===== config.mk =====
export PLATFORM = sky130hd
export DESIGN_NAME = battery_level_monitor
export DESIGN_NICKNAME = d
export VERILOG_FILES = /design/src/hw/rtl/blm_pkg.sv /design/src/hw/rtl/blm_front.sv /design/src/hw/rtl/blm_fifo.sv /design/src/hw/rtl/blm_back.sv /design/src/hw/rtl/battery_level_monitor.sv
export SDC_FILE = /design/constraint.sdc
export NUM_CORES = 1
export LEC_CHECK = 0
export BUFFER_PORTS_ARGS = -buffer_cell sky130_fd_sc_hd__buf_2
export CORE_ASPECT_RATIO = 0.7
export CORE_MARGIN = 2
export CORE_UTILIZATION = 30
export CTS_CLUSTER_SIZE = 10
export DETAILED_ROUTE_END_ITERATION = 8
export SYNTH_ARGS = -nofsm -noshare
export SYNTH_HDL_FRONTEND = slang
export SYNTH_SLANG_ARGS = --single-unit
export TNS_END_PERCENT = 10

===== constraint.sdc =====
create_clock -name clk -period 11.1 [get_ports clk]
set_input_delay 1.665 -clock clk [delete_from_list [all_inputs] [get_ports clk]]
set_output_delay 1.665 -clock clk [all_outputs]
set_load 0.02 [all_outputs]

===== src/hw/rtl/blm_pkg.sv =====
// shared types and constants for the battery level monitor
`default_nettype none

package blm_pkg;

    localparam int ADC_W      = 12;
    localparam int MV_W       = 13;
    localparam int SUM_W      = 16;
    localparam int PCT_W      = 8;
    localparam int STORED_W   = 7;
    localparam int CFG_IDX_W  = 2;
    localparam int CFG_DATA_W = 13;

    localparam int SAMPLES_DEFAULT = 4;

    localparam logic [CFG_IDX_W-1:0] CFG_USB_THRESHOLD = 2'd0;
    localparam logic [CFG_IDX_W-1:0] CFG_RESTORED      = 2'd1;

    localparam logic [MV_W-1:0]  USB_THRESHOLD_RESET = 13'd4300;
    localparam logic [PCT_W-1:0] RESTORED_RESET      = 8'hFF;

    // curve breakpoints
    localparam logic [MV_W-1:0] CURVE_FULL_MV = 13'd4200;
    localparam logic [MV_W-1:0] CURVE_HIGH_MV = 13'd3900;
    localparam logic [MV_W-1:0] CURVE_MID_MV  = 13'd3600;
    localparam logic [MV_W-1:0] CURVE_LOW_MV  = 13'd3300;

    localparam logic [STORED_W-1:0] PCT_FULL     = 7'd100;
    localparam logic [STORED_W-1:0] PCT_HIGH_BASE = 7'd50;
    localparam logic [STORED_W-1:0] PCT_MID_BASE  = 7'd10;
    localparam logic [STORED_W-1:0] PCT_EMPTY     = 7'd0;

    // reciprocal multipliers for the segment slopes
    localparam int SLOPE_W     = 12;
    localparam int DIFF_W      = 9;
    localparam int HIGH_SHIFT  = 12;
    localparam int MID_SHIFT   = 14;
    localparam int LOW_SHIFT   = 14;
    localparam logic [SLOPE_W-1:0] HIGH_MUL = SLOPE_W'((2**HIGH_SHIFT + 5) / 6);
    localparam logic [SLOPE_W-1:0] MID_MUL  = SLOPE_W'(2 * ((2**MID_SHIFT + 14) / 15));
    localparam logic [SLOPE_W-1:0] LOW_MUL  = SLOPE_W'((2**LOW_SHIFT + 29) / 30);

    typedef struct packed {
        logic [SUM_W-1:0] sum;
        logic             pin;
    } blm_group_t;

endpackage

`default_nettype wire


===== src/hw/rtl/blm_front.sv =====
// front end: sample accumulation and group completion
`default_nettype none

module blm_front #(
    parameter int SAMPLES = 4
) (
    input  wire logic                     clk,
    input  wire logic                     rst_n,
    input  wire logic                     in_valid,
    output logic                          in_stall,
    input  wire logic [blm_pkg::ADC_W-1:0] adc_millivolts,
    input  wire logic                     charge_pin_low,
    input  wire logic                     fifo_full,
    output logic                          grp_push,
    output blm_pkg::blm_group_t           grp_data
);
    import blm_pkg::*;

    localparam int CNT_W = $clog2(SAMPLES + 1);
    localparam logic [CNT_W-1:0] LAST_CNT = CNT_W'(SAMPLES - 1);

    logic [SUM_W-1:0] sum_reg, sum_next;
    logic [CNT_W-1:0] cnt_reg, cnt_next;
    logic [MV_W-1:0]  mv2;
    logic [SUM_W-1:0] sum_full;
    logic             accept;
    logic             last;

    assign in_stall = fifo_full;
    assign accept   = in_valid && !fifo_full;
    assign mv2      = {adc_millivolts, 1'b0};
    assign sum_full = sum_reg + SUM_W'(mv2);
    assign last     = (cnt_reg == LAST_CNT);

    assign grp_push = accept && last;
    assign grp_data = {sum_full, charge_pin_low};

    always_comb
    begin
        sum_next = sum_reg;
        cnt_next = cnt_reg;
        if (accept)
        begin
            if (last)
            begin
                sum_next = '0;
                cnt_next = '0;
            end
            else
            begin
                sum_next = sum_full;
                cnt_next = cnt_reg + CNT_W'(1);
            end
        end
    end

    always_ff @(posedge clk or negedge rst_n)
    begin
        if (!rst_n)
        begin
            sum_reg <= '0;
            cnt_reg <= '0;
        end
        else
        begin
            sum_reg <= sum_next;
            cnt_reg <= cnt_next;
        end
    end

endmodule

`default_nettype wire


===== src/hw/rtl/blm_fifo.sv =====
// two-entry queue of completed sample groups
`default_nettype none

module blm_fifo (
    input  wire logic                clk,
    input  wire logic                rst_n,
    input  wire logic                push,
    input  wire blm_pkg::blm_group_t push_data,
    input  wire logic                pop,
    output blm_pkg::blm_group_t      pop_data,
    output logic                     full,
    output logic                     empty
);
    import blm_pkg::*;

    blm_group_t mem [2];
    logic       wr_ptr_reg, wr_ptr_next;
    logic       rd_ptr_reg, rd_ptr_next;
    logic [1:0] count_reg, count_next;
    logic       do_push;
    logic       do_pop;

    assign full     = (count_reg == 2'd2);
    assign empty    = (count_reg == 2'd0);
    assign do_push  = push && !full;
    assign do_pop   = pop && !empty;
    assign pop_data = mem[rd_ptr_reg];

    always_comb
    begin
        wr_ptr_next = do_push ? !wr_ptr_reg : wr_ptr_reg;
        rd_ptr_next = do_pop ? !rd_ptr_reg : rd_ptr_reg;
        count_next  = count_reg;
        if (do_push && !do_pop)
        begin
            count_next = count_reg + 2'd1;
        end
        else if (do_pop && !do_push)
        begin
            count_next = count_reg - 2'd1;
        end
    end

    always_ff @(posedge clk)
    begin
        if (do_push)
        begin
            mem[wr_ptr_reg] <= push_data;
        end
    end

    always_ff @(posedge clk or negedge rst_n)
    begin
        if (!rst_n)
        begin
            wr_ptr_reg <= 1'b0;
            rd_ptr_reg <= 1'b0;
            count_reg  <= 2'd0;
        end
        else
        begin
            wr_ptr_reg <= wr_ptr_next;
            rd_ptr_reg <= rd_ptr_next;
            count_reg  <= count_next;
        end
    end

endmodule

`default_nettype wire


===== src/hw/rtl/blm_back.sv =====
// back end: averaging, usb detect, debounce and percent curve
`default_nettype none

module blm_back #(
    parameter int SAMPLES = 4
) (
    input  wire logic                       clk,
    input  wire logic                       rst_n,
    input  wire logic                       grp_valid,
    input  wire blm_pkg::blm_group_t        grp_data,
    output logic                            grp_pop,
    input  wire logic [blm_pkg::MV_W-1:0]   usb_threshold,
    input  wire logic [blm_pkg::PCT_W-1:0]  restored_percent,
    output logic                            out_valid,
    input  wire logic                       out_stall,
    output logic [blm_pkg::MV_W-1:0]        average_millivolts,
    output logic                            usb_present,
    output logic                            charging,
    output logic signed [blm_pkg::PCT_W-1:0] battery_percent
);
    import blm_pkg::*;

    // floor(sum / SAMPLES) as sum * ceil(2^19 / SAMPLES) >> 19, exact for 16-bit sums
    localparam int RECIP_SHIFT = SUM_W + 3;
    localparam int RECIP_W     = RECIP_SHIFT + 1;
    localparam int PROD_W      = SUM_W + RECIP_W;
    localparam logic [RECIP_W-1:0] RECIP = RECIP_W'((2**RECIP_SHIFT + SAMPLES - 1) / SAMPLES);
    localparam int SPROD_W     = DIFF_W + SLOPE_W;

    localparam logic [2:0] SEG_EMPTY = 3'd0;
    localparam logic [2:0] SEG_LOW   = 3'd1;
    localparam logic [2:0] SEG_MID   = 3'd2;
    localparam logic [2:0] SEG_HIGH  = 3'd3;
    localparam logic [2:0] SEG_FULL  = 3'd4;

    // stage a: average
    logic              a_valid_reg;
    logic [MV_W-1:0]   a_avg_reg;
    logic              a_pin_reg;
    logic [PROD_W-1:0] div_prod;

    // stage b: segment and slope product
    logic               b_valid_reg;
    logic [MV_W-1:0]    b_avg_reg;
    logic               b_usb_reg;
    logic               b_pin_reg;
    logic [2:0]         b_seg_reg;
    logic [SPROD_W-1:0] b_prod_reg;
    logic [2:0]         seg;
    logic [MV_W-1:0]    base_mv;
    logic [SLOPE_W-1:0] slope;
    logic [MV_W-1:0]    diff_full;

    // output and debounce state
    logic                out_valid_reg;
    logic [MV_W-1:0]     avg_out_reg;
    logic                usb_out_reg;
    logic                chg_out_reg;
    logic [PCT_W-1:0]    pct_out_reg;
    logic [1:0]          obc_reg, obc_next;
    logic [STORED_W-1:0] stored_reg, stored_next;
    logic                known_reg, known_next;
    logic [STORED_W-1:0] curve;
    logic [PCT_W-1:0]    pct_next;

    logic out_ready;
    logic b_ready;
    logic a_ready;
    logic out_load;

    assign out_ready = !out_valid_reg || !out_stall;
    assign b_ready   = !b_valid_reg || out_ready;
    assign a_ready   = !a_valid_reg || b_ready;
    assign grp_pop   = grp_valid && a_ready;
    assign out_load  = b_valid_reg && out_ready;

    assign div_prod = PROD_W'(grp_data.sum) * PROD_W'(RECIP);

    always_comb
    begin
        if (a_avg_reg >= CURVE_FULL_MV)
        begin
            seg     = SEG_FULL;
            base_mv = CURVE_FULL_MV;
            slope   = '0;
        end
        else if (a_avg_reg >= CURVE_HIGH_MV)
        begin
            seg     = SEG_HIGH;
            base_mv = CURVE_HIGH_MV;
            slope   = HIGH_MUL;
        end
        else if (a_avg_reg >= CURVE_MID_MV)
        begin
            seg     = SEG_MID;
            base_mv = CURVE_MID_MV;
            slope   = MID_MUL;
        end
        else if (a_avg_reg >= CURVE_LOW_MV)
        begin
            seg     = SEG_LOW;
            base_mv = CURVE_LOW_MV;
            slope   = LOW_MUL;
        end
        else
        begin
            seg     = SEG_EMPTY;
            base_mv = '0;
            slope   = '0;
        end
    end

    assign diff_full = a_avg_reg - base_mv;

    always_comb
    begin
        case (b_seg_reg)
            SEG_FULL:  curve = PCT_FULL;
            SEG_HIGH:  curve = PCT_HIGH_BASE + b_prod_reg[HIGH_SHIFT +: STORED_W];
            SEG_MID:   curve = PCT_MID_BASE + b_prod_reg[MID_SHIFT +: STORED_W];
            SEG_LOW:   curve = b_prod_reg[LOW_SHIFT +: STORED_W];
            default:   curve = PCT_EMPTY;
        endcase
    end

    always_comb
    begin
        obc_next    = obc_reg;
        stored_next = stored_reg;
        known_next  = known_reg;
        if (b_usb_reg)
        begin
            obc_next = 2'd0;
        end
        else
        begin
            if (obc_reg < 2'd2)
            begin
                obc_next = obc_reg + 2'd1;
            end
            if (obc_next >= 2'd2)
            begin
                stored_next = curve;
                known_next  = 1'b1;
            end
        end
        pct_next = known_next ? {1'b0, stored_next} : restored_percent;
    end

    always_ff @(posedge clk)
    begin
        if (grp_pop)
        begin
            a_avg_reg <= div_prod[RECIP_SHIFT +: MV_W];
            a_pin_reg <= grp_data.pin;
        end
        if (a_valid_reg && b_ready)
        begin
            b_avg_reg  <= a_avg_reg;
            b_usb_reg  <= (a_avg_reg > usb_threshold);
            b_pin_reg  <= a_pin_reg;
            b_seg_reg  <= seg;
            b_prod_reg <= SPROD_W'(diff_full[DIFF_W-1:0]) * SPROD_W'(slope);
        end
        if (out_load)
        begin
            avg_out_reg <= b_avg_reg;
            usb_out_reg <= b_usb_reg;
            chg_out_reg <= b_usb_reg | b_pin_reg;
            pct_out_reg <= pct_next;
        end
    end

    always_ff @(posedge clk or negedge rst_n)
    begin
        if (!rst_n)
        begin
            a_valid_reg   <= 1'b0;
            b_valid_reg   <= 1'b0;
            out_valid_reg <= 1'b0;
            obc_reg       <= 2'd0;
            stored_reg    <= '0;
            known_reg     <= 1'b0;
        end
        else
        begin
            if (a_ready)
            begin
                a_valid_reg <= grp_valid;
            end
            if (b_ready)
            begin
                b_valid_reg <= a_valid_reg;
            end
            if (out_ready)
            begin
                out_valid_reg <= b_valid_reg;
            end
            if (out_load)
            begin
                obc_reg    <= obc_next;
                stored_reg <= stored_next;
                known_reg  <= known_next;
            end
        end
    end

    assign out_valid          = out_valid_reg;
    assign average_millivolts = avg_out_reg;
    assign usb_present        = usb_out_reg;
    assign charging           = chg_out_reg;
    assign battery_percent    = pct_out_reg;

endmodule

`default_nettype wire


===== src/hw/rtl/battery_level_monitor.sv =====
// top level of the battery level monitor
`default_nettype none

// Takes one converter reading per cycle (in_valid high, in_stall low) and
// emits one word per group of SAMPLES_PER_AVERAGE readings: the doubled
// average in millivolts, usb present, charging and the charge percentage.
// A sample is accepted every cycle unless the two-entry group queue is full;
// a group's word is written to the queue at the edge that accepts its last
// sample, then passes through the average multiply, the curve slope multiply
// and the output register in turn. The percentage follows
// a piecewise-linear LiPo curve once two consecutive on-battery averages
// have been seen; before that the restored_percent register is reported.
// Configuration writes are taken at any time and should be issued only
// while no group is in flight.

module battery_level_monitor #(
    parameter int SAMPLES_PER_AVERAGE = blm_pkg::SAMPLES_DEFAULT
) (
    input  wire logic                           clk,
    input  wire logic                           rst_n,
    input  wire logic                           in_valid,
    output logic                                in_stall,
    input  wire logic [blm_pkg::ADC_W-1:0]      adc_millivolts,
    input  wire logic                           charge_pin_low,
    output logic                                out_valid,
    input  wire logic                           out_stall,
    output logic [blm_pkg::MV_W-1:0]            average_millivolts,
    output logic                                usb_present,
    output logic                                charging,
    output logic signed [blm_pkg::PCT_W-1:0]    battery_percent,
    input  wire logic                           cfg_valid,
    output logic                                cfg_ready,
    input  wire logic [blm_pkg::CFG_IDX_W-1:0]  cfg_index,
    input  wire logic [blm_pkg::CFG_DATA_W-1:0] cfg_data
);
    import blm_pkg::*;

    logic [MV_W-1:0]  usb_threshold_reg, usb_threshold_next;
    logic [PCT_W-1:0] restored_reg, restored_next;

    logic       grp_push;
    logic       grp_pop;
    logic       fifo_full;
    logic       fifo_empty;
    blm_group_t grp_in;
    blm_group_t grp_out;

    assign cfg_ready = 1'b1;

    always_comb
    begin
        usb_threshold_next = usb_threshold_reg;
        restored_next      = restored_reg;
        if (cfg_valid)
        begin
            case (cfg_index)
                CFG_USB_THRESHOLD: usb_threshold_next = cfg_data[MV_W-1:0];
                CFG_RESTORED:      restored_next      = cfg_data[PCT_W-1:0];
                default:           ;
            endcase
        end
    end

    always_ff @(posedge clk or negedge rst_n)
    begin
        if (!rst_n)
        begin
            usb_threshold_reg <= USB_THRESHOLD_RESET;
            restored_reg      <= RESTORED_RESET;
        end
        else
        begin
            usb_threshold_reg <= usb_threshold_next;
            restored_reg      <= restored_next;
        end
    end

    blm_front #(
        .SAMPLES (SAMPLES_PER_AVERAGE)
    ) u_front (
        .clk            (clk),
        .rst_n          (rst_n),
        .in_valid       (in_valid),
        .in_stall       (in_stall),
        .adc_millivolts (adc_millivolts),
        .charge_pin_low (charge_pin_low),
        .fifo_full      (fifo_full),
        .grp_push       (grp_push),
        .grp_data       (grp_in)
    );

    blm_fifo u_fifo (
        .clk       (clk),
        .rst_n     (rst_n),
        .push      (grp_push),
        .push_data (grp_in),
        .pop       (grp_pop),
        .pop_data  (grp_out),
        .full      (fifo_full),
        .empty     (fifo_empty)
    );

    blm_back #(
        .SAMPLES (SAMPLES_PER_AVERAGE)
    ) u_back (
        .clk                (clk),
        .rst_n              (rst_n),
        .grp_valid          (!fifo_empty),
        .grp_data           (grp_out),
        .grp_pop            (grp_pop),
        .usb_threshold      (usb_threshold_reg),
        .restored_percent   (restored_reg),
        .out_valid          (out_valid),
        .out_stall          (out_stall),
        .average_millivolts (average_millivolts),
        .usb_present        (usb_present),
        .charging           (charging),
        .battery_percent    (battery_percent)
    );

`ifndef SYNTHESIS
    a_no_queue_overflow: assert property (@(posedge clk) disable iff (!rst_n)
        !(grp_push && fifo_full))
        else $error("group pushed into a full queue");

    a_no_queue_underflow: assert property (@(posedge clk) disable iff (!rst_n)
        grp_pop |-> !fifo_empty)
        else $error("group popped from an empty queue");

    a_usb_implies_charging: assert property (@(posedge clk) disable iff (!rst_n)
        (out_valid && usb_present) |-> charging)
        else $error("usb present without charging flag");

    a_usb_matches_threshold: assert property (@(posedge clk) disable iff (!rst_n)
        (out_valid && $rose(out_valid) && !$past(cfg_valid))
            |-> (usb_present == (average_millivolts > usb_threshold_reg)))
        else $error("usb flag disagrees with threshold");
`endif

endmodule

`default_nettype wire


=== Word-level counts from Yosys, hierarchy flattened ===
Memories as Yosys holds them, arrays and structs flattened. A register that Yosys moved wholly into a read port is not among the register bits.
Index checks and enable logic that the tools add are counted.

* Reduce and logical (&&, ||, !) cells: 27
* Equality and inequality tests: 7
* Add/subtract/negate cells: 8
* Mux-type cells: 26
* Shift-type cells: 0
* Bitwise gates (word level): 1
* $lt $le $gt $ge: 7
* Div/mod/pow operators: 0
* $mul: 1

{| class="wikitable"
|+ Operators by type and width
! kind !! number
|-
| 13-bit by 12-bit >= comparator with 1-bit output (second input constant) || 3
|-
| 12-bit 2-to-1 mux || 3
|-
| 7-bit one-hot mux with 4 select lines || 1
|-
| 9-bit 2-to-1 mux || 3
|-
| 9-bit by 12-bit multiplier with 21-bit output || 1
|-
| 7-bit 2-to-1 mux || 3
|-
| 16-bit by 13-bit adder with 16-bit output || 1
|-
| 16-bit 2-to-1 mux || 1
|-
| 13-bit >= comparator (second input constant) || 1
|-
| 13-bit greater-than comparator || 1
|-
| 1-bit zero test || 10
|-
| 10-bit 2-to-1 mux || 1
|-
| 2-bit 2-to-1 mux || 5
|-
| 3-bit by 2-bit equality test with 1-bit output (second input constant) || 3
|-
| 1-bit logical AND || 9
|-
| 3-bit 2-to-1 mux || 3
|-
| 9-bit subtractor || 1
|-
| 8-bit 2-to-1 mux || 1
|-
| 4-bit by 7-bit adder with 7-bit output (first input constant) || 1
|-
| 6-bit by 7-bit adder with 7-bit output (first input constant) || 1
|-
| 1-bit 2-to-1 mux || 5
|-
| 2-bit by 1-bit adder with 2-bit output (second input constant) || 2
|-
| 2-bit zero test || 2
|-
| 2-bit AND reduction || 2
|-
| other kinds (11) || 13
|}

* Output and inout port bits: 26
* Bits in read-only memories: 0
* Bits in registers: 119
* RAM bits: 34
* Memories: 1
* Latch bits: 0
* Bits of input ports: 33
* Word-level logic and storage cells: 101

{| class="wikitable"
|+ Memories
! name !! words !! bits a word !! rd ports !! clocked after memory_dff !! wr ports !! RTL line !! text
|-
| u_fifo.mem || 2 || 17 || 1 || 1 || 1 || blm_fifo.sv:16 || <nowiki>blm_group_t mem [2];</nowiki>
|}

=== Logic depth before layout (Yosys ltp) ===
Gate-level depths: netlist of run 1.

* Word-level depth: 9
* Mapped depth: 31
* Mapped depth without buffers: 30

=== Cells and area by module ===
Synthesis of run 1 repeated with hierarchy kept, for this count alone.

* Cell total of the unflattened synthesis: 809
* Area total of the unflattened synthesis: 9,429.0 sq um

{| class="wikitable"
|+ By module, submodules not included
! module !! times used !! cells each !! sequential area each (sq um) !! area an instance (sq um)
|-
| blm_back || 1 || 531 || 2,247.2 || 5,704.2
|-
| blm_fifo || 1 || 72 || 1,121.1 || 1,473.9
|-
| blm_front || 1 || 158 || 450.4 || 1,416.4
|-
| battery_level_monitor || 1 || 48 || 541.8 || 834.6
|}

=== Worst setup path before layout of run 1 ===
OpenSTA, ideal clock, no wires.

* Path kind: flip-flop to flip-flop
* Start point: register u_back.a_avg_reg[4] (read register of u_fifo.mem)
* End point: register u_back.b_prod_reg[20], data pin
* Buffers on the path: 1
* Data arrival time: 6.657 ns
* Cell stages (with the launch flop): 32
* Slack: 4.181 ns
* Required time: 10.838 ns
* Path through: edfxtp_1 -> or3_1 -> a41oi_2 -> o32a_4 -> and2_1 -> clkbuf_1 -> inv_1 -> ha_1 -> fa_1 -> nor2b_1 -> o21ai_0 -> nand2b_1 -> a21o_1 -> a21oi_1 -> xnor2_1 -> xnor2_1 -> nor2_1 -> ha_1 -> fa_1 -> inv_1 -> fa_1 -> fa_1 -> inv_1 -> ha_1 -> nand4_1 -> nor2_1 -> a211o_1 -> a21o_1 -> o21ai_2 -> a311oi_4 -> mux2i_1 -> nand3_1

* Word-level cells in the longest chain between the ends: 7
* Elaborated cells between the ends (all ways): 14
* Classes of those cells: add/sub: 1; mul: 1; order compare: 4; mux: 8

{| class="wikitable"
|+ Ends and longest elaborated chain
! element !! RTL line !! text
|-
| from (decl) || blm_back.sv:38 || <nowiki>logic [MV_W-1:0] a_avg_reg;</nowiki>
|-
| 13-bit by 12-bit >= comparator with 1-bit output || blm_back.sv:99 || <nowiki>else if (a_avg_reg >= CURVE_LOW_MV)</nowiki>
|-
| 8-bit 2-to-1 mux || blm_back.sv:99 ||
|-
| 9-bit 2-to-1 mux || blm_back.sv:93 || <nowiki>else if (a_avg_reg >= CURVE_MID_MV)</nowiki>
|-
| 9-bit 2-to-1 mux || blm_back.sv:87 || <nowiki>else if (a_avg_reg >= CURVE_HIGH_MV)</nowiki>
|-
| 9-bit 2-to-1 mux || blm_back.sv:81 || <nowiki>if (a_avg_reg >= CURVE_FULL_MV)</nowiki>
|-
| 9-bit subtractor || blm_back.sv:113 || <nowiki>assign diff_full = a_avg_reg - base_mv;</nowiki>
|-
| 9-bit by 12-bit multiplier with 21-bit output (*) || blm_back.sv:163 || <nowiki>b_prod_reg <= SPROD_W'(diff_full[DIFF_W-1:0]) * SPROD_W'(slope);</nowiki>
|-
| to (signal assigned) || blm_back.sv:163 ||
|-
| to (decl) || blm_back.sv:48 || <nowiki>logic [SPROD_W-1:0] b_prod_reg;</nowiki>
|}

Every way passes the cells marked *; elsewhere a longest branch is shown, timed or not.
A chain may end at the register's enable or synchronous reset.

=== Worst setup path after layout of run 1 ===
* Start point: register u_back.a_avg_reg[5] (read register of u_fifo.mem)
* End point: register u_back.b_prod_reg[14], data pin

Same word-level chain as after synthesis.

==> results of run 1 <==
## metrics by stage
stage / cell area (um2) / utilization / hold WS, ns
floorplan: 8816 / - / 0.4003
global placement: 9579 / 0.3316 / 0.4053
finish: 10140 / 0.3512 / 0.4204
CTS: 10140 / 0.3512 / 0.4213
detailed placement: 9579 / 0.3316 / 0.4045
global route: 10140 / 0.3512 / 0.4394
## final timing paths
kind                                 startpoint  cells after the start  slack (ns)                             to
max                         u_back.a_avg_reg[5]                     30        3.57          u_back.b_prod_reg[14]
min                        u_back.b_avg_reg[12]                      0        0.42  u_back.average_millivolts[12]
max reg2reg                 u_back.a_avg_reg[5]                     30        3.57          u_back.b_prod_reg[14]
min reg2reg                u_back.b_avg_reg[12]                      0        0.42  u_back.average_millivolts[12]
max in group asynchronous                 rst_n                      2        9.21             u_front.sum_reg[2]
min in group asynchronous                 rst_n                      2        1.37           u_back.stored_reg[1]
## cells by family after synthesis
kind of cell               synth area share
muxes                               0.04385
buffers and inverters               0.05109
AOI/OAI and AO/OA                   0.09779
other                             0.0004254
and+or+nand+nor                     0.09410
DFF                                  0.4713
xor gates and xnor gates            0.03875
adders and majority gates            0.2027
## cell type report
class | instances | area [um2] | area share
clock buffer | 17 | 425.4 | 0.04193
multi-input combinational | 498 | 4215 | 0.4155
tap | 378 | 473.0 | 0.04662
timing repair buffer | 64 | 337.8 | 0.03330
clock inverter | 15 | 140.1 | 0.01381
sequential | 147 | 4155 | 0.4096
inverter | 106 | 397.9 | 0.03922
## cell usage after synthesis, drive strengths merged (9+ instances only)
library cell / n / area share
a21o: 9 / 0.0077
a21oi: 34 / 0.020
a22o: 15 / 0.015
clkbuf: 11 / 0.0047
dfrtp: 42 / 0.12
dfstp: 13 / 0.039
edfxtp: 92 / 0.31
fa: 28 / 0.064
ha: 98 / 0.14
inv: 106 / 0.045
mux2: 29 / 0.037
nand2: 38 / 0.016
nand2b: 10 / 0.0071
nor2: 54 / 0.023
nor2b: 11 / 0.0078
nor3: 10 / 0.0057
o21ai: 40 / 0.023
xnor2: 24 / 0.024
xor2: 15 / 0.015
## report_power, final
| part | switching (uW) | leakage [uW] | internal, uW | total [uW] |
|---|---|---|---|---|
| sequential | 161 | 0.00153 | 871 | 1030 |
| clock | 248 | 0.000274 | 296 | 544 |
| combinational | 753 | 0.00276 | 522 | 1270 |
## worst register-to-register path: cells and delay by family (launching register included)
| kind | cells | cell delay (ns) |
|---|---|---|
| adders and majority gates | 7 | 2.70 |
| AOI/OAI and AO/OA | 9 | 1.83 |
| and+or+nand+nor | 8 | 1.50 |
| DFF | 1 | 0.54 |
| xor gates and xnor gates | 3 | 0.47 |
| buffers and inverters | 3 | 0.25 |
## metal layers
metal	up-vias	track usage	wire length, um
met5	-	0	0
met4	0	0.02643	116
met3	11	0.03505	1067
met2	142	0.1700	7188
met1	2643	0.1812	9208
li1	2809	-	-
==> flow_metrics.tcl, run 1 <==
set metrics [dict create \
    final_cells 1225 \
    wl_um 17580 \
    ys_ff_latch 147 \
    port-buffer-count 57 \
    ys_types 55 \
    final_hold_viol_count 0 \
    drt_iter0_drc 321 \
    max_cap_violations 0 \
    cts_tree "built" \
    slowest_delay_ns 0.55 \
    hp-class "register to register" \
    period_minus_slack_ns 7.528 \
    worst_pin_slew_ns 0.8782 \
    fin_nets 993 \
    cts_htree_levels 4 \
    clkTransAtPathRegs_ns 0.07 \
    synth_edf_count 92 \
    synthArstFlopShare 0.3741 \
    clk_latency_ns 0.43 \
    ant_nets 0 \
    powerDensity_nw_per_um2 280.9 \
    cp.arrival_ns 7.71 \
    dieWidth_um 208.9 \
    drive_above_1_share 0.1759 \
    irDropWorstVdd_v 0.0001177 \
    layout_commonest_cell "inv_1" \
    wl_per_cell_um 14.35 \
    cp_slowest_cell "fa_1" \
    crit_required_ns 11.28 \
    max_freq_ghz 0.1328 \
    yosys_warnings 0 \
    crit_fanout 10 \
    fin_crit_sh 0.6782 \
    worst_slack_ns 3.572 \
    post-place-ws_ns 3.636 \
    fillers 2906 \
    diodes 0 \
    setup-tns-final_ns 0 \
    vias 5605 \
    dieArea_um2 30800 \
    grt_pass1_vias 5590 \
    post_cts_buffers 0 \
    avgSynthCellArea_um2 11.54 \
    end_kind "register" \
    start_util 0.3052 \
    grt_pass1_wl_um 29100 \
    worstSetupPathType "register to register" \
    clockRootBuffer "clkbuf_16" \
    grt_max_degree 56 \
    setup_viol 0 \
    gp_congestion 0.8519 \
    syn_inst 764 \
    drtPass1Iterations 6 \
    place_inst 1193 \
    start_kind "register" \
    syn-cell-area_um2 8816 \
    largest_register_ffs 28 \
    outcome "completed" \
    vias_per_cell 4.576 \
    crit_family "adder cells" \
    synth-main-ff-cell "edfxtp_1" \
    holdBufCountCts 0 \
    drv_slew 0 \
    overflow 0 \
    antenna_found_initial 0 \
    grt_usage 0.1205 \
    num_io_pins 59 \
    yosysSeqAreaShare 0.4713 \
    critical_path_buf_inv_count 3 \
    syn_to_final_growth_pct 15.07 \
    dp.final_hpwl_um 13550 \
    cts.sinks 147 \
    core-area_um2 28890 \
    rsz0062_at_grt "false" \
    numCtsBuffers 17 \
    critPathMostFrequentCell "fa_1" \
    leakagePower_uw 0.004565 \
    post_cts_resized 0 \
    post-route-drc-count 0 \
    slew_headroom 0.4124 \
    power.total_uw 2850 \
    skew_ns 0.009242 \
    dieHeight_um 147.4 \
    num_rows 52 \
    mostFrequentLayoutCells "inv_1 (106), ha_1 (98), edfxtp_1 (92)" \
    clock_path_buffers 2 \
    mappedNetlistNets 923 \
]
(Power assumes the default switching activity.)
==> run 2, diff against run 1 <==
==> constraint.sdc (replaced) <==
create_clock -name clk -period 6.8 [get_ports clk]
set_input_delay 1.02 -clock clk [delete_from_list [all_inputs] [get_ports clk]]
set_output_delay 1.02 -clock clk [all_outputs]
set_load 0.02 [all_outputs]
==> run 2 against run 1 <==
Maximum frequency rose by 15%; clock power increased by 70%; register-to-register slack worse by 3.3 ns; largest power group unchanged.
==> flow_metrics.tcl, run 2 (synthesized netlist as in run 1, its figures left out) <==
set metrics [dict create \
    dr_wl_met3_um 889 \
    ant_nets 0 \
    fin_crit_sh 0.9630 \
    pwr-share-comb 0.471 \
    cts_htree_levels 4 \
    dieHeight_um 147.4 \
    critical_path_buf_inv_count 3 \
    outcome "completed" \
    skew_ns 0.009120 \
    post-route-drc-count 0 \
    wl_um 18230 \
    holdBufCountCts 0 \
    hp-class "register to register" \
    setup_viol 0 \
    clkPwrFrac 0.189 \
    syn_to_final_growth_pct 18.61 \
    worst_pin_slew_ns 0.8627 \
    total_switching_power_uw 1938 \
    max_freq_ghz 0.1527 \
    grt_max_degree 56 \
    dp.final_hpwl_um 14030 \
    rsz0062_at_grt "true" \
    end_kind "register" \
    cp.arrival_ns 6.73 \
    cts.sinks 147 \
    critPathMostFrequentCell "fa_1" \
    dieWidth_um 208.9 \
    final_cells 1250 \
    top_layer "met4" \
    vias_per_cell 4.552 \
    setup-tns-final_ns 0 \
    clockRootBuffer "clkbuf_16" \
    grt_pass1_wl_um 30070 \
    drtPass1Iterations 4 \
    leakagePower_uw 0.004703 \
    core-area_um2 28890 \
    wl_met2_um 7534 \
    max_cap_violations 0 \
    sw_frac_of_total 0.3950 \
    drive_above_1_share 0.2225 \
    fin_nets 1018 \
    drt_iter0_drc 344 \
    wl_per_cell_um 14.59 \
    grt_pass1_vias 5723 \
    start_util 0.3052 \
    power.total_uw 4907 \
    drv_slew 0 \
    period_minus_slack_ns 6.548 \
    slowest_delay_ns 0.54 \
    dieArea_um2 30800 \
    port-buffer-count 57 \
    gp_congestion 0.8713 \
    antenna_found_initial 0 \
    num_io_pins 59 \
    cts_tree "built" \
    clk_latency_ns 0.44 \
    fillers 2861 \
    finish.utilization 0.3620 \
    crit_required_ns 6.98 \
    powerDensity_nw_per_um2 469.3 \
    irDropWorstVdd_v 0.0002318 \
    slew_headroom 0.4227 \
    met1_length_um 9585 \
    final_hold_viol_count 0 \
    vias 5690 \
    hold_ws_ns 0.4255 \
    cp_slowest_cell "fa_1" \
    crit_family "adder cells" \
    largest_register_ffs 28 \
    worstSetupPathType "register to register" \
    grt_usage 0.1256 \
    num_rows 52 \
    clkTransAtPathRegs_ns 0.06 \
    start_kind "register" \
    diodes 0 \
    mostFrequentLayoutCells "inv_1 (102), ha_1 (93), edfxtp_1 (92)" \
    numCtsBuffers 17 \
    layout_commonest_cell "inv_1" \
    clock_path_buffers 2 \
    place_inst 1212 \
    p_int_uw 2969 \
    crit_fanout 3 \
    power_frac_seq 0.340 \
    overflow 0 \
]
-- run 2: final cells by class --
cell class              count  area (um2)  share of cell area
multi-input cells         498        4318              0.4129
clock buffers              17       425.4             0.04068
flip-flops and latches    147        4155              0.3974
repair buffers             89       525.5             0.05026
clock inverters            15       158.9             0.01520
inverters                 106       400.4             0.03829
well taps                 378       473.0             0.04523
-- run 2: worst paths after layout --
kind | slack (ns) | depth (start not counted) | end | from
worst max-delay path | 0.25 | 30 | u_back.b_prod_reg[20] | u_back.a_avg_reg[2]
worst min-delay path | 0.43 | 0 | u_back.average_millivolts[2] | u_back.b_avg_reg[2]
worst max register to register | 0.25 | 30 | u_back.b_prod_reg[20] | u_back.a_avg_reg[2]
worst min register to register | 0.43 | 0 | u_back.average_millivolts[2] | u_back.b_avg_reg[2]
max in group asynchronous | 5.55 | 2 | u_front.sum_reg[5] | rst_n
min in group asynchronous | 0.72 | 2 | u_back.stored_reg[1] | rst_n
-- run 2: through the flow --
| stage | area, um2 | setup WS, ns |
|---|---|---|
| after detailed placement | 9722 | -0.07441 |
| after global routing | 10460 | -0.1398 |
| after floorplan | 8820 | 0.01346 |
| after global placement | 9722 | 0.05442 |
| final | 10460 | 0.2519 |
| after CTS | 10320 | 0.0001026 |
-- run 2: repair_timing --
| action | CTS | global route |
|---|---|---|
| pin swaps | 8 | 31 |
| setup buffers | 1 | 5 |
| setup endpoints to repair | 6 | 9 |
| resized for setup | 1 | 24 |
-- run 2: power by group through the flow --
stage                     logic [uW]  registers (uW)  clock network (uW)
after global routing            2620            1710                 988
final                           2310            1670                 927
after floorplan                 1540            1660                   0
after CTS                       2210            1670                 945
after global placement          2160            1680                   0
after detailed placement        2190            1680                   0
-- run 2: metal layers --
metal | track usage | vias up
met2 | 0.1727 | 107
met5 | 0 | -
met3 | 0.03569 | 19
met4 | 0.03536 | 0
li1 | - | 2864
met1 | 0.1900 | 2700
==> run 3, diff against run 2 <==
--- a/config.mk
+++ b/config.mk
@@ -7,8 +7,9 @@
 export LEC_CHECK = 0
 export BUFFER_PORTS_ARGS = -buffer_cell sky130_fd_sc_hd__buf_2
 export CORE_ASPECT_RATIO = 0.7
-export CORE_MARGIN = 2
+export CORE_MARGIN = 5
 export CORE_UTILIZATION = 30
+export CTS_BUF_LIST = sky130_fd_sc_hd__clkbuf_4 sky130_fd_sc_hd__clkbuf_8 sky130_fd_sc_hd__clkbuf_16
 export CTS_CLUSTER_SIZE = 10
 export DETAILED_ROUTE_END_ITERATION = 8
 export SYNTH_ARGS = -nofsm -noshare
==> constraint.sdc (replaced) <==
create_clock -name clk -period 7.3 [get_ports clk]
set_input_delay 1.095 -clock clk [delete_from_list [all_inputs] [get_ports clk]]
set_output_delay 1.095 -clock clk [all_outputs]
set_load 0.02 [all_outputs]
==> run 3 against run 2 <==
Register-to-register slack hardly changed; utilization decreased by 0.46 points; routed wire length increased by 1.6%; non-clock buffer count decreased by 6; largest cell class unchanged; largest power group unchanged; highest routed layer unchanged.
==> flow_metrics.tcl, run 3 (synthesized netlist as in run 1, its figures left out) <==
set metrics [dict create \
    outcome "completed" \
    clockRootBuffer "clkbuf_16" \
    clk_latency_ns 0.43 \
    layout_commonest_cell "inv_1" \
    cts.sinks 147 \
    vias_per_cell 4.592 \
    cts_tree "built" \
    max_cap_violations 0 \
    start_util 0.3045 \
    period_minus_slack_ns 7.034 \
    grt_pass1_wl_um 30270 \
    syn_to_final_growth_pct 17.36 \
    dieWidth_um 214.9 \
    largest_register_ffs 28 \
    post-place-ws_ns 0.1171 \
    post-route-drc-count 0 \
    worstSetupPathType "register to register" \
    drive_above_1_share 0.1998 \
    crit_fanout 4 \
    clock_path_buffers 2 \
    setup_viol 0 \
    diodes 0 \
    start_kind "register" \
    met1_length_um 9774 \
    place_inst 1195 \
    drtPass1Iterations 5 \
    num_rows 52 \
    drv_slew 0 \
    worst_pin_slew_ns 0.8655 \
    fin_nets 1012 \
    mostFrequentLayoutCells "inv_1 (106), ha_1 (97), edfxtp_1 (92)" \
    final_cells 1244 \
    regArea_um2 4155 \
    num_io_pins 59 \
    drt_iter0_drc 323 \
    vias 5713 \
    fillers 2846 \
    multi_input_area_um2 4247 \
    gp_congestion 0.9323 \
    max_freq_ghz 0.1422 \
    overflow 0 \
    ant_nets 0 \
    skew_ns 0.007908 \
    grt_usage 0.1143 \
    cp_slowest_cell "fa_1" \
    cp.arrival_ns 7.21 \
    leakagePower_uw 0.004671 \
    slowest_delay_ns 0.55 \
    wl_per_cell_um 14.89 \
    wl_met2_um 7802 \
    slew_headroom 0.4209 \
    dp.final_hpwl_um 13960 \
    final_hold_viol_count 0 \
    dieHeight_um 153.4 \
    hp-class "register to register" \
    irDropWorstVdd_v 0.0002108 \
    core-area_um2 28950 \
    antenna_found_initial 0 \
    powerDensity_nw_per_um2 434.6 \
    wl_um 18530 \
    crit_required_ns 7.48 \
    grt_pass1_vias 5726 \
    top_layer "met4" \
    numCtsBuffers 17 \
    dr_wl_met3_um 818 \
    worst_slack_ns 0.2660 \
    end_kind "register" \
    dieArea_um2 32970 \
    fin_crit_sh 0.9636 \
    grt_max_degree 56 \
    cts_htree_levels 4 \
    clkTransAtPathRegs_ns 0.06 \
    holdBufCountCts 0 \
    port-buffer-count 57 \
]
-- run 3: path summary, 6_finish.rpt --
path | start | endpoint | slack, ns | depth (start not counted)
max reg2reg | u_back.a_avg_reg[4] | u_back.b_prod_reg[20] | 0.27 | 30
max | u_back.a_avg_reg[4] | u_back.b_prod_reg[20] | 0.27 | 30
max in group asynchronous | rst_n | u_front.sum_reg[6] | 5.97 | 2
min | u_back.b_avg_reg[5] | u_back.average_millivolts[5] | 0.42 | 0
min reg2reg | u_back.b_avg_reg[5] | u_back.average_millivolts[5] | 0.42 | 0
min in group asynchronous | rst_n | u_back.stored_reg[4] | 0.80 | 2
-- run 3: area by class of cell --
type / instances / area share
clock inverters: 14 / 0.01487
multi-input cells: 498 / 0.4104
repair buffers: 83 / 0.04644
flip-flops and latches: 147 / 0.4016
well taps: 378 / 0.04571
clock buffers: 18 / 0.04245
inverters: 106 / 0.03846
-- run 3: repair_timing --
item,in CTS,in global routing
resized for setup,0,8
setup buffers,0,17
setup endpoints to repair,0,8
-- run 3: through the flow --
| stage | TNS (ns) | hold WS (ns) | total power (uW) | cell area [um2] | utilization |
|---|---|---|---|---|---|
| after global routing | -0.1318 | 0.4339 | 4883 | 10350 | 0.3573 |
| after CTS | 0 | 0.4208 | 4447 | 10190 | 0.3519 |
| after global placement | 0 | 0.4005 | 3514 | 9594 | 0.3314 |
| after detailed placement | 0 | 0.4057 | 3544 | 9594 | 0.3314 |
| final | 0 | 0.4215 | 4497 | 10350 | 0.3573 |
| after floorplan | 0 | 0.4003 | 2970 | 8816 | - |
-- run 3: report_power, final --
part | switching [uW] | total, uW | internal [uW]
clock network | 355 | 871 | 516
logic | 1200 | 2060 | 864
registers | 242 | 1570 | 1320
-- run 3: worst max-delay path, delay by kind of cell, from the launching register on --
| family | cells | cell delay (ns) |
|---|---|---|
| AO/OA/AOI/OAI | 9 | 1.44 |
| buffers and inverters | 3 | 0.19 |
| adder cells (fa/ha/maj) | 7 | 2.73 |
| XOR/XNOR | 2 | 0.47 |
| flip-flops | 1 | 0.48 |
| multiplexers | 1 | 0.22 |
| AND/OR/NAND/NOR | 8 | 1.25 |
-- run 3: routing by layer --
metal,global-route usage,vias up
met5,0,-
li1,-,2852
met4,0.02146,0
met3,0.03717,14
met1,0.1697,2734
met2,0.1635,113
